File: config.mk
export PLATFORM = sky130hd
export DESIGN_NAME = mono_note_priority_stack_core
export DESIGN_NICKNAME = d
export VERILOG_FILES = /design/src/design/mnps_pkg.sv /design/src/design/mono_note_priority_stack_core.sv
export SDC_FILE = /design/constraint.sdc
export NUM_CORES = 1
export LEC_CHECK = 0
export BUFFER_PORTS_ARGS = -buffer_cell sky130_fd_sc_hd__buf_2
export CAP_MARGIN = 0
export CORE_MARGIN = 5
export CORE_UTILIZATION = 35
export DETAILED_ROUTE_END_ITERATION = 7
export GPL_TIMING_DRIVEN = 1
export RECOVER_POWER = 100
export SYNTH_ARGS = -nofsm -noshare
export SYNTH_HDL_FRONTEND = slang
export SYNTH_SLANG_ARGS = --single-unit
File: constraint.sdc
create_clock -name clk_i -period 9.9 [get_ports clk_i]
set_input_delay 0.495 -clock clk_i [delete_from_list [all_inputs] [get_ports clk_i]]
set_output_delay 0.495 -clock clk_i [all_outputs]
set_load 0.005 [all_outputs]
File: src/design/mnps_pkg.sv
`default_nettype none
// ----------------------------------------------------------------------------
// mnps_pkg
// Types and constants for the mono note priority stack: payload structs,
// action and register codes, and the fixed-point constants of the level math.
// ----------------------------------------------------------------------------
package mnps_pkg;

  localparam int unsigned PAD_COUNT_DEF = 8;

  localparam int unsigned NOTE_W  = 4;
  localparam int unsigned LEVEL_W = 9;
  localparam int unsigned HELD_W  = 5;
  localparam int unsigned CFG_IDX_W  = 2;
  localparam int unsigned CFG_DATA_W = 9;

  typedef enum logic [2:0] {
    ACT_NONE            = 3'd0,
    ACT_STRIKE          = 3'd1,
    ACT_CLEAN_STRIKE    = 3'd2,
    ACT_BOW_GLIDE       = 3'd3,
    ACT_GLIDE_IF_BOWING = 3'd4,
    ACT_SILENCE         = 3'd5
  } action_e;

  localparam logic OP_NOTE_ON  = 1'b0;
  localparam logic OP_NOTE_OFF = 1'b1;

  localparam logic [1:0] EXC_PLUCK     = 2'd0;
  localparam logic [1:0] EXC_PLUCK_BOW = 2'd1;
  localparam logic [1:0] EXC_BOW       = 2'd2;

  localparam logic [CFG_IDX_W-1:0] CFG_MONO_MODE    = 2'd0;
  localparam logic [CFG_IDX_W-1:0] CFG_EXCITER_MODE = 2'd1;
  localparam logic [CFG_IDX_W-1:0] CFG_SOFT_SCALE   = 2'd2;

  localparam logic [LEVEL_W-1:0] SOFT_SCALE_RST = 9'd256;

  // shared multiplier: a * b + c
  localparam int unsigned MUL_A_W = 20;
  localparam int unsigned MUL_B_W = 16;
  localparam int unsigned MUL_C_W = 18;
  localparam int unsigned MUL_W   = 37;

  localparam logic [MUL_B_W-1:0] COEF_STEP  = 16'd1088;
  localparam logic [MUL_C_W-1:0] COEF_BASE  = 18'd49152;
  localparam logic [MUL_C_W-1:0] ROUND_PROD = 18'd163840;
  localparam logic [MUL_B_W-1:0] RECIP5     = 16'd52429;
  localparam logic [MUL_B_W-1:0] RET_MUL    = 16'd13;
  localparam logic [MUL_C_W-1:0] RET_RND    = 18'd10;

  localparam logic [LEVEL_W-1:0] LEVEL_MAX    = 9'd256;
  localparam logic [LEVEL_W-1:0] LEVEL_FLOOR  = 9'd52;
  localparam logic [LEVEL_W-1:0] LEVEL_RETURN = 9'd154;

  typedef struct packed {
    logic               operation;
    logic [7:0]         pad;
    logic [LEVEL_W-1:0] velocity;
  } in_item_t;

  typedef struct packed {
    action_e            action;
    logic [NOTE_W-1:0]  target_note;
    logic [LEVEL_W-1:0] drive_level;
    logic [HELD_W-1:0]  held_count;
  } out_item_t;

endpackage
`default_nettype wire

File: src/design/mono_note_priority_stack_core.sv
`default_nettype none
// ----------------------------------------------------------------------------
// mono_note_priority_stack_core
// Pad note events in, one voice action per event out, with a last-note
// priority stack for mono mode and per-pad pressure levels.
// ----------------------------------------------------------------------------
// One event is worked on at a time and gives exactly one result. A pad out of
// range goes from idle straight to the output state, and so does a poly note
// off; a poly note on first makes three passes through the shared multiplier
// for the velocity scaling. A mono event adds the stack walk: a search step
// per entry searched, then, when the pad is found, a shift step per entry
// above it plus one step to drop the count, then the push or the top read,
// and two multiplier passes and the pick of the quotient for a note off in
// pluck-with-bow mode. The single multiplier and the single read port of the
// stack are why the work is spread over these steps. A new event is taken as
// soon as the previous result is in the output register, even while it waits
// there.
module mono_note_priority_stack_core #(
  parameter int unsigned PAD_COUNT = mnps_pkg::PAD_COUNT_DEF
) (
  input  wire logic                            clk_i,
  input  wire logic                            rst_ni,
  input  wire logic                            in_valid_i,
  output logic                                 in_ready_o,
  input  wire mnps_pkg::in_item_t              in_item_i,
  output logic                                 out_valid_o,
  input  wire logic                            out_ready_i,
  output mnps_pkg::out_item_t                  out_item_o,
  input  wire logic                            cfg_valid_i,
  output logic                                 cfg_ready_o,
  input  wire logic [mnps_pkg::CFG_IDX_W-1:0]  cfg_index_i,
  input  wire logic [mnps_pkg::CFG_DATA_W-1:0] cfg_data_i
);
  import mnps_pkg::*;

  localparam int unsigned IdxW = (PAD_COUNT > 1) ? $clog2(PAD_COUNT) : 1;
  localparam int unsigned CntW = $clog2(PAD_COUNT + 1);

  localparam logic [3:0] ST_IDLE   = 4'd0;
  localparam logic [3:0] ST_COEF   = 4'd1;
  localparam logic [3:0] ST_PROD   = 4'd2;
  localparam logic [3:0] ST_DIV    = 4'd3;
  localparam logic [3:0] ST_EFF    = 4'd4;
  localparam logic [3:0] ST_SEARCH = 4'd5;
  localparam logic [3:0] ST_SHIFT  = 4'd6;
  localparam logic [3:0] ST_PUSH   = 4'd7;
  localparam logic [3:0] ST_TOP    = 4'd8;
  localparam logic [3:0] ST_P13    = 4'd9;
  localparam logic [3:0] ST_PDIV   = 4'd10;
  localparam logic [3:0] ST_PFIN   = 4'd11;
  localparam logic [3:0] ST_OUT    = 4'd12;

  logic [3:0]         state_q, state_d;
  logic [CntW-1:0]    idx_q, idx_d;
  logic [CntW-1:0]    count_q, count_d;
  logic               mono_q, mono_d;
  logic [1:0]         exc_q, exc_d;
  logic [LEVEL_W-1:0] soft_q, soft_d;
  logic               out_valid_q, out_valid_d;

  in_item_t           item_q, item_d;
  action_e            act_q, act_d;
  logic [NOTE_W-1:0]  tgt_q, tgt_d;
  logic [LEVEL_W-1:0] drv_q, drv_d;
  logic [MUL_W-1:0]   mul_q, mul_d;
  out_item_t          out_q, out_d;

  logic [NOTE_W-1:0]  stack_q [PAD_COUNT];
  logic [LEVEL_W-1:0] level_q [PAD_COUNT];

  logic               stack_we;
  logic [IdxW-1:0]    stack_waddr;
  logic [NOTE_W-1:0]  stack_wdata;
  logic               lvl_we;
  logic [IdxW-1:0]    lvl_waddr;
  logic [LEVEL_W-1:0] lvl_wdata;

  logic [CntW-1:0]    rd_addr;
  logic [NOTE_W-1:0]  stack_rd;
  logic [LEVEL_W-1:0] top_level;
  logic [LEVEL_W-1:0] p_ret;
  logic [MUL_A_W-1:0] mul_a;
  logic [MUL_B_W-1:0] mul_b;
  logic [MUL_C_W-1:0] mul_c;
  logic [12:0]        eff_raw;
  logic [LEVEL_W-1:0] eff;
  logic               bow_only, pluck_bow, in_range, last_idx;
  logic [IdxW-1:0]    pad_idx;

  assign in_ready_o  = (state_q == ST_IDLE);
  assign cfg_ready_o = 1'b1;
  assign out_valid_o = out_valid_q;
  assign out_item_o  = out_q;

  assign bow_only  = (exc_q == EXC_BOW);
  assign pluck_bow = (exc_q == EXC_PLUCK_BOW);
  assign in_range  = (in_item_i.pad < 8'(PAD_COUNT));
  assign pad_idx   = item_q.pad[IdxW-1:0];
  assign last_idx  = ((idx_q + 1'b1) == count_q);

  always_comb begin
    case (state_q)
      ST_SEARCH: rd_addr = idx_q;
      ST_SHIFT:  rd_addr = idx_q + 1'b1;
      default:   rd_addr = count_q - 1'b1;
    endcase
  end

  assign stack_rd  = stack_q[rd_addr[IdxW-1:0]];
  assign top_level = level_q[stack_rd[IdxW-1:0]];
  assign p_ret     = (top_level < LEVEL_FLOOR) ? LEVEL_RETURN : top_level;

  always_comb begin
    mul_a = '0;
    mul_b = '0;
    mul_c = '0;
    case (state_q)
      ST_COEF: begin
        mul_a = MUL_A_W'(soft_q);
        mul_b = COEF_STEP;
        mul_c = COEF_BASE;
      end
      ST_PROD: begin
        mul_a = mul_q[MUL_A_W-1:0];
        mul_b = MUL_B_W'(item_q.velocity);
        mul_c = ROUND_PROD;
      end
      ST_DIV: begin
        mul_a = MUL_A_W'(mul_q[28:16]);
        mul_b = RECIP5;
      end
      ST_P13: begin
        mul_a = MUL_A_W'(drv_q);
        mul_b = RET_MUL;
        mul_c = RET_RND;
      end
      ST_PDIV: begin
        mul_a = MUL_A_W'(mul_q[11:2]);
        mul_b = RECIP5;
      end
      default: begin
        mul_a = '0;
      end
    endcase
  end

  assign mul_d   = MUL_W'(mul_a) * MUL_W'(mul_b) + MUL_W'(mul_c);
  assign eff_raw = mul_q[30:18];
  assign eff     = (eff_raw > 13'(LEVEL_MAX)) ? LEVEL_MAX : eff_raw[LEVEL_W-1:0];

  always_comb begin
    state_d     = state_q;
    idx_d       = idx_q;
    count_d     = count_q;
    mono_d      = mono_q;
    exc_d       = exc_q;
    soft_d      = soft_q;
    out_valid_d = out_valid_q;
    item_d      = item_q;
    act_d       = act_q;
    tgt_d       = tgt_q;
    drv_d       = drv_q;
    out_d       = out_q;
    stack_we    = 1'b0;
    stack_waddr = idx_q[IdxW-1:0];
    stack_wdata = stack_rd;
    lvl_we      = 1'b0;
    lvl_waddr   = pad_idx;
    lvl_wdata   = eff;

    if (out_valid_q && out_ready_i) begin
      out_valid_d = 1'b0;
    end

    if (cfg_valid_i) begin
      case (cfg_index_i)
        CFG_MONO_MODE: begin
          if (cfg_data_i[0] != mono_q) begin
            mono_d  = cfg_data_i[0];
            count_d = '0;
          end
        end
        CFG_EXCITER_MODE: exc_d  = cfg_data_i[1:0];
        CFG_SOFT_SCALE:   soft_d = cfg_data_i;
        default:          exc_d  = exc_q;
      endcase
    end

    case (state_q)
      ST_IDLE: begin
        if (in_valid_i) begin
          item_d = in_item_i;
          idx_d  = '0;
          tgt_d  = '0;
          drv_d  = '0;
          act_d  = ACT_NONE;
          if (!in_range) begin
            state_d = ST_OUT;
          end else if (in_item_i.operation == OP_NOTE_ON) begin
            state_d = ST_COEF;
          end else begin
            lvl_we    = 1'b1;
            lvl_waddr = in_item_i.pad[IdxW-1:0];
            lvl_wdata = '0;
            if (mono_q) begin
              state_d = (count_q == '0) ? ST_TOP : ST_SEARCH;
            end else begin
              act_d   = ACT_SILENCE;
              tgt_d   = in_item_i.pad[NOTE_W-1:0];
              state_d = ST_OUT;
            end
          end
        end
      end
      ST_COEF: state_d = ST_PROD;
      ST_PROD: state_d = ST_DIV;
      ST_DIV:  state_d = ST_EFF;
      ST_EFF: begin
        lvl_we = 1'b1;
        tgt_d  = item_q.pad[NOTE_W-1:0];
        drv_d  = eff;
        if (mono_q) begin
          act_d   = bow_only ? ACT_BOW_GLIDE : (pluck_bow ? ACT_STRIKE : ACT_CLEAN_STRIKE);
          state_d = (count_q == '0) ? ST_PUSH : ST_SEARCH;
        end else begin
          act_d   = bow_only ? ACT_BOW_GLIDE : ACT_CLEAN_STRIKE;
          state_d = ST_OUT;
        end
      end
      ST_SEARCH: begin
        if (stack_q[idx_q[IdxW-1:0]] == item_q.pad[NOTE_W-1:0]) begin
          state_d = ST_SHIFT;
        end else if (last_idx) begin
          state_d = (item_q.operation == OP_NOTE_ON) ? ST_PUSH : ST_TOP;
        end else begin
          idx_d = idx_q + 1'b1;
        end
      end
      ST_SHIFT: begin
        if (!last_idx) begin
          stack_we = 1'b1;
          idx_d    = idx_q + 1'b1;
        end else begin
          count_d = count_q - 1'b1;
          state_d = (item_q.operation == OP_NOTE_ON) ? ST_PUSH : ST_TOP;
        end
      end
      ST_PUSH: begin
        if (count_q < CntW'(PAD_COUNT)) begin
          stack_we    = 1'b1;
          stack_waddr = count_q[IdxW-1:0];
          stack_wdata = item_q.pad[NOTE_W-1:0];
          count_d     = count_q + 1'b1;
        end
        state_d = ST_OUT;
      end
      ST_TOP: begin
        state_d = ST_OUT;
        if (count_q == '0) begin
          act_d = ACT_SILENCE;
        end else begin
          tgt_d = stack_rd;
          if (bow_only) begin
            act_d = ACT_BOW_GLIDE;
            drv_d = p_ret;
          end else if (pluck_bow) begin
            act_d   = ACT_GLIDE_IF_BOWING;
            drv_d   = p_ret;
            state_d = ST_P13;
          end else begin
            act_d = ACT_NONE;
          end
        end
      end
      ST_P13:  state_d = ST_PDIV;
      ST_PDIV: state_d = ST_PFIN;
      ST_PFIN: begin
        drv_d   = mul_q[26:18];
        state_d = ST_OUT;
      end
      ST_OUT: begin
        if (!out_valid_q || out_ready_i) begin
          out_d.action      = act_q;
          out_d.target_note = tgt_q;
          out_d.drive_level = drv_q;
          out_d.held_count  = HELD_W'(count_q);
          out_valid_d       = 1'b1;
          state_d           = ST_IDLE;
        end
      end
      default: state_d = ST_IDLE;
    endcase
  end

  always_ff @(posedge clk_i or negedge rst_ni) begin
    if (!rst_ni) begin
      state_q     <= ST_IDLE;
      idx_q       <= '0;
      count_q     <= '0;
      mono_q      <= 1'b0;
      exc_q       <= EXC_PLUCK;
      soft_q      <= SOFT_SCALE_RST;
      out_valid_q <= 1'b0;
      for (int i = 0; i < PAD_COUNT; i++) begin
        level_q[i] <= '0;
      end
    end else begin
      state_q     <= state_d;
      idx_q       <= idx_d;
      count_q     <= count_d;
      mono_q      <= mono_d;
      exc_q       <= exc_d;
      soft_q      <= soft_d;
      out_valid_q <= out_valid_d;
      if (lvl_we) begin
        level_q[lvl_waddr] <= lvl_wdata;
      end
    end
  end

  always_ff @(posedge clk_i) begin
    item_q <= item_d;
    act_q  <= act_d;
    tgt_q  <= tgt_d;
    drv_q  <= drv_d;
    mul_q  <= mul_d;
    out_q  <= out_d;
    if (stack_we) begin
      stack_q[stack_waddr] <= stack_wdata;
    end
  end

`ifndef SYNTHESIS
  a_count_bound: assert property (@(posedge clk_i) disable iff (!rst_ni)
    count_q <= CntW'(PAD_COUNT))
    else $error("stack count above pad count");

  a_poly_empty: assert property (@(posedge clk_i) disable iff (!rst_ni)
    !mono_q |-> (count_q == '0))
    else $error("stack not empty in poly mode");

  a_walk_idx: assert property (@(posedge clk_i) disable iff (!rst_ni)
    (state_q == ST_SEARCH || state_q == ST_SHIFT) |-> (idx_q < count_q))
    else $error("stack walk past the top");

  a_drive_range: assert property (@(posedge clk_i) disable iff (!rst_ni)
    out_valid_o |-> (out_item_o.drive_level <= LEVEL_MAX))
    else $error("drive level above full scale");
`endif

endmodule
`default_nettype wire

==> results.yml <==
pwr:
  power_mw: 3.84
  power-per-cell-area_nw_per_um2: 188
  ir_drop_v: 0.000170
  leakagePower_nw: 9.34
place:
  place_inst: 2594
  post-dp-hpwl_um: 38000
  place_ws_ps: 1040
  placed_area_um2: 19700
  io_buffers: 55
  gp_congestion: 0.915
die:
  core-area_um2: 52600
  dieArea_um2: 57800
  rows: 84
  fp.dieW_um: 240
  die_y_um: 240
  ios: 58
  initial_core_util: 0.354
synth:
  seq_area_frac_synth: 0.297
  yosysTopAreaCell: "fa_1"
  synthesis.area_um2: 18600
  yosysWarnings: 0
  ys_seq_elements: 210
  ys.flop_type: "dfrtp_1"
  synth_edf_count: 82
  async_reset_ff_frac: 0.462
  synth_most_common_cell: "inv_1"
  syn_area_per_cell_um2: 9.91
  synth_area_leaders: "fa_1, edfxtp_1, dfrtp_1"
  synth_common_cells: "inv_1, nor2_1, fa_1, ha_1, nand2_1"
  yosysUniqueCellTypes: 63
  synth_top_area_frac: 0.207
  netlist_instances: 1875
clock_tree:
  cts_root_buf: "clkbuf_16"
  numCtsBuffers: 26
  htree_levels: 1
  clk_latency_ps: 570
  cts.sinks: 210
  cts_tree: "yes"
  cts-resized-gates: 0
  clock_path_buffers: 3
  clkTransAtPathRegs_ps: 60
route:
  drt_iter0_drc: 993
  via_per_inst: 5.06
  dr_total_vias: 13400
  drt_pre_antenna_iters: 8
  routedWlPerCell_um: 18.5
  drc_errors: 6
  drtAntennaViolNets: 0
  wl_um: 49000
layout:
  syn_to_final_growth_pct: 10.0
  fin_area_um2: 20400
  antenna_cells: 0
  fill_cells: 5219
  fin_cells: 2644
  drive_gt1_frac: 0.0961
  final_util: 0.389
  layout.nets: 2312
sta:
  timing.final.ws_setup_ps: 953
  whs_ps: 115
  setup_tns_ps: 0
  relSlewSlack: -1.04
  report.final.slew_viol_count: 170
  layout_min_cycle_time_ps: 8950
  rsz0062_at_grt: "no"
  clock_skew_ps: 32.9
  setup_viol: 0
  fmax_mhz: 112
  worst_slew_pin_slew_ps: 3060
  hold_viol_final: 0
  finalCritPeriodShare: 0.904
worst_setup_path:
  r2r-end: "mul_q[29]$_DFF_P_"
  crit_start: "state_q[0]$_DFFE_PN0P_"
  cpMostUsedCell: "fa_1"
  cp-endpoint: "mul_q[29]$_DFF_P_"
  slowest_stage: "nor3_2"
  critPathMaxStageDelay_ps: 890
  critPathLaunchType: "flip-flop"
  path_class: "flip-flop to flip-flop"
  worst_ep_arrival_time_ps: 9440
  ff2ff_setup_slack_ps: 950
  reg2reg_depth: 29
  path_max_fanout: 23
  rr_startpoint: "state_q[0]$_DFFE_PN0P_"
  cp.required_ps: 10400
  endpoint_kind: "flip-flop"
global_route:
  grt_usage: 0.172
  grt_pass1_vias: 13700
  antenna_found_initial: 1
  grt_max_degree: 56
  grt_overflow: 0
  grt_first_pass_wirelength_um: 78300
status:
  violations: "DRC, capacitance limit, slew limit"
  outcome: "finished with violations"
hold_path:
  hold_path_class: "primary input to flip-flop"
  min-delay-start: "in_item_i[7]"
flow_run:
  max-cap-violations: 5
routing by layer:
metal  global-route usage  share of wire  vias up
li1                     -              -     6232
met1                0.249           0.45     6610
met2                0.269           0.45      451
met3               0.0294          0.070       87
met4               0.0480          0.027        0
met5                    0              0        -
worst max-delay path, delay by kind of cell (launching register included):
family	cells	cell delay (ps)
compound gates	9	1910
xor+xnor	1	150
fa+ha+maj	7	3190
buf+inv	6	690
flops	1	780
simple gates	6	2130
sequential cells by signal (all words and copies together) (netlist names):
| name | cells |
|---|---|
| soft_q | 9 |
| out_item_o | 20 |
| state_q | 4 |
| drv_q | 9 |
| mul_q | 31 |
| mono_q | 1 |
| idx_q | 4 |
| exc_q | 2 |
| tgt_q | 4 |
| act_q | 3 |
| stack_q | 32 |
| level_q | 72 |
| out_valid_o | 1 |
| count_q | 4 |
| item_q | 14 |
timing repair:
action / CTS / global route
hold buffers: 1 / 0
buffers inserted: 0 / 0
endpoints found under the hold margin: 42 / 0
cells by family (layout without fill, tap and decap cells):
group / after synthesis / count (layout) / share of synthesized area
adder cells (fa/ha/maj): 342 / 342 / 0.308
buffers and inverters: 407 / 470 / 0.0863
other: 2 / 20 / 0.000404
AND/OR/NAND/NOR: 483 / 483 / 0.117
multiplexers: 147 / 147 / 0.0904
AO/OA/AOI/OAI: 243 / 243 / 0.0825
XOR/XNOR: 41 / 41 / 0.0193
flip-flops: 210 / 210 / 0.297
cells in the final DEF (no fill, tap or decap), types with 7 or more instances in the layout:
cell and count:
dfrtp_1 96, nand3_1 29, buf_4 24, inv_1 331, mux2_2 70, nor3_1 17, nor3b_1 9, a21o_1 11
clkbuf_1 41, and2_1 16, xnor2_1 32, edfxtp_1 82, conb_1 20, a31oi_1 8, nand2b_1 20, a22oi_1 10
o21ai_0 77, mux2i_1 61, and3_1 22, a211oi_1 13, o22ai_1 8, or2_2 10, nor2b_1 8, buf_2 29
nand2_1 126, fa_1 192, o211ai_1 7, a22o_1 11, nor2_1 200, ha_1 150, dfxtp_1 31, mux4_2 9
clkbuf_16 26, xor2_1 9, a21oi_1 56, mux2_1 7
power by group:
group          internal (mW)  switching (mW)  total, mW
sequential              1.15           0.209       1.36
combinational          0.591           0.982       1.57
clock                  0.518           0.396      0.913
cell type report:
cell class / count / area, um^2 / share of cell area
multi-input combinational: 1276 / 11500 / 0.565
sequential: 210 / 5510 / 0.270
inverter: 331 / 1240 / 0.0608
tap: 688 / 861 / 0.0421
clock buffer: 31 / 679 / 0.0332
timing repair buffer: 91 / 474 / 0.0232
clock inverter: 17 / 133 / 0.00649
worst min path at each step:
stage | to | slack, ps | cells past startpoint
final | item_q[7]$_DFFE_PP_ | 110 | 1
after detailed placement | out_item_o[18]$_DFFE_PP_ | 400 | 0
after global placement | out_item_o[16]$_DFFE_PP_ | 410 | 0
after floorplan | count_q[0]$_DFF_PN0_ | 200 | 0
after global routing | item_q[1]$_DFFE_PP_ | 100 | 1
after CTS | item_q[1]$_DFFE_PP_ | 90 | 1
Power figures use the tool's default switching activity.
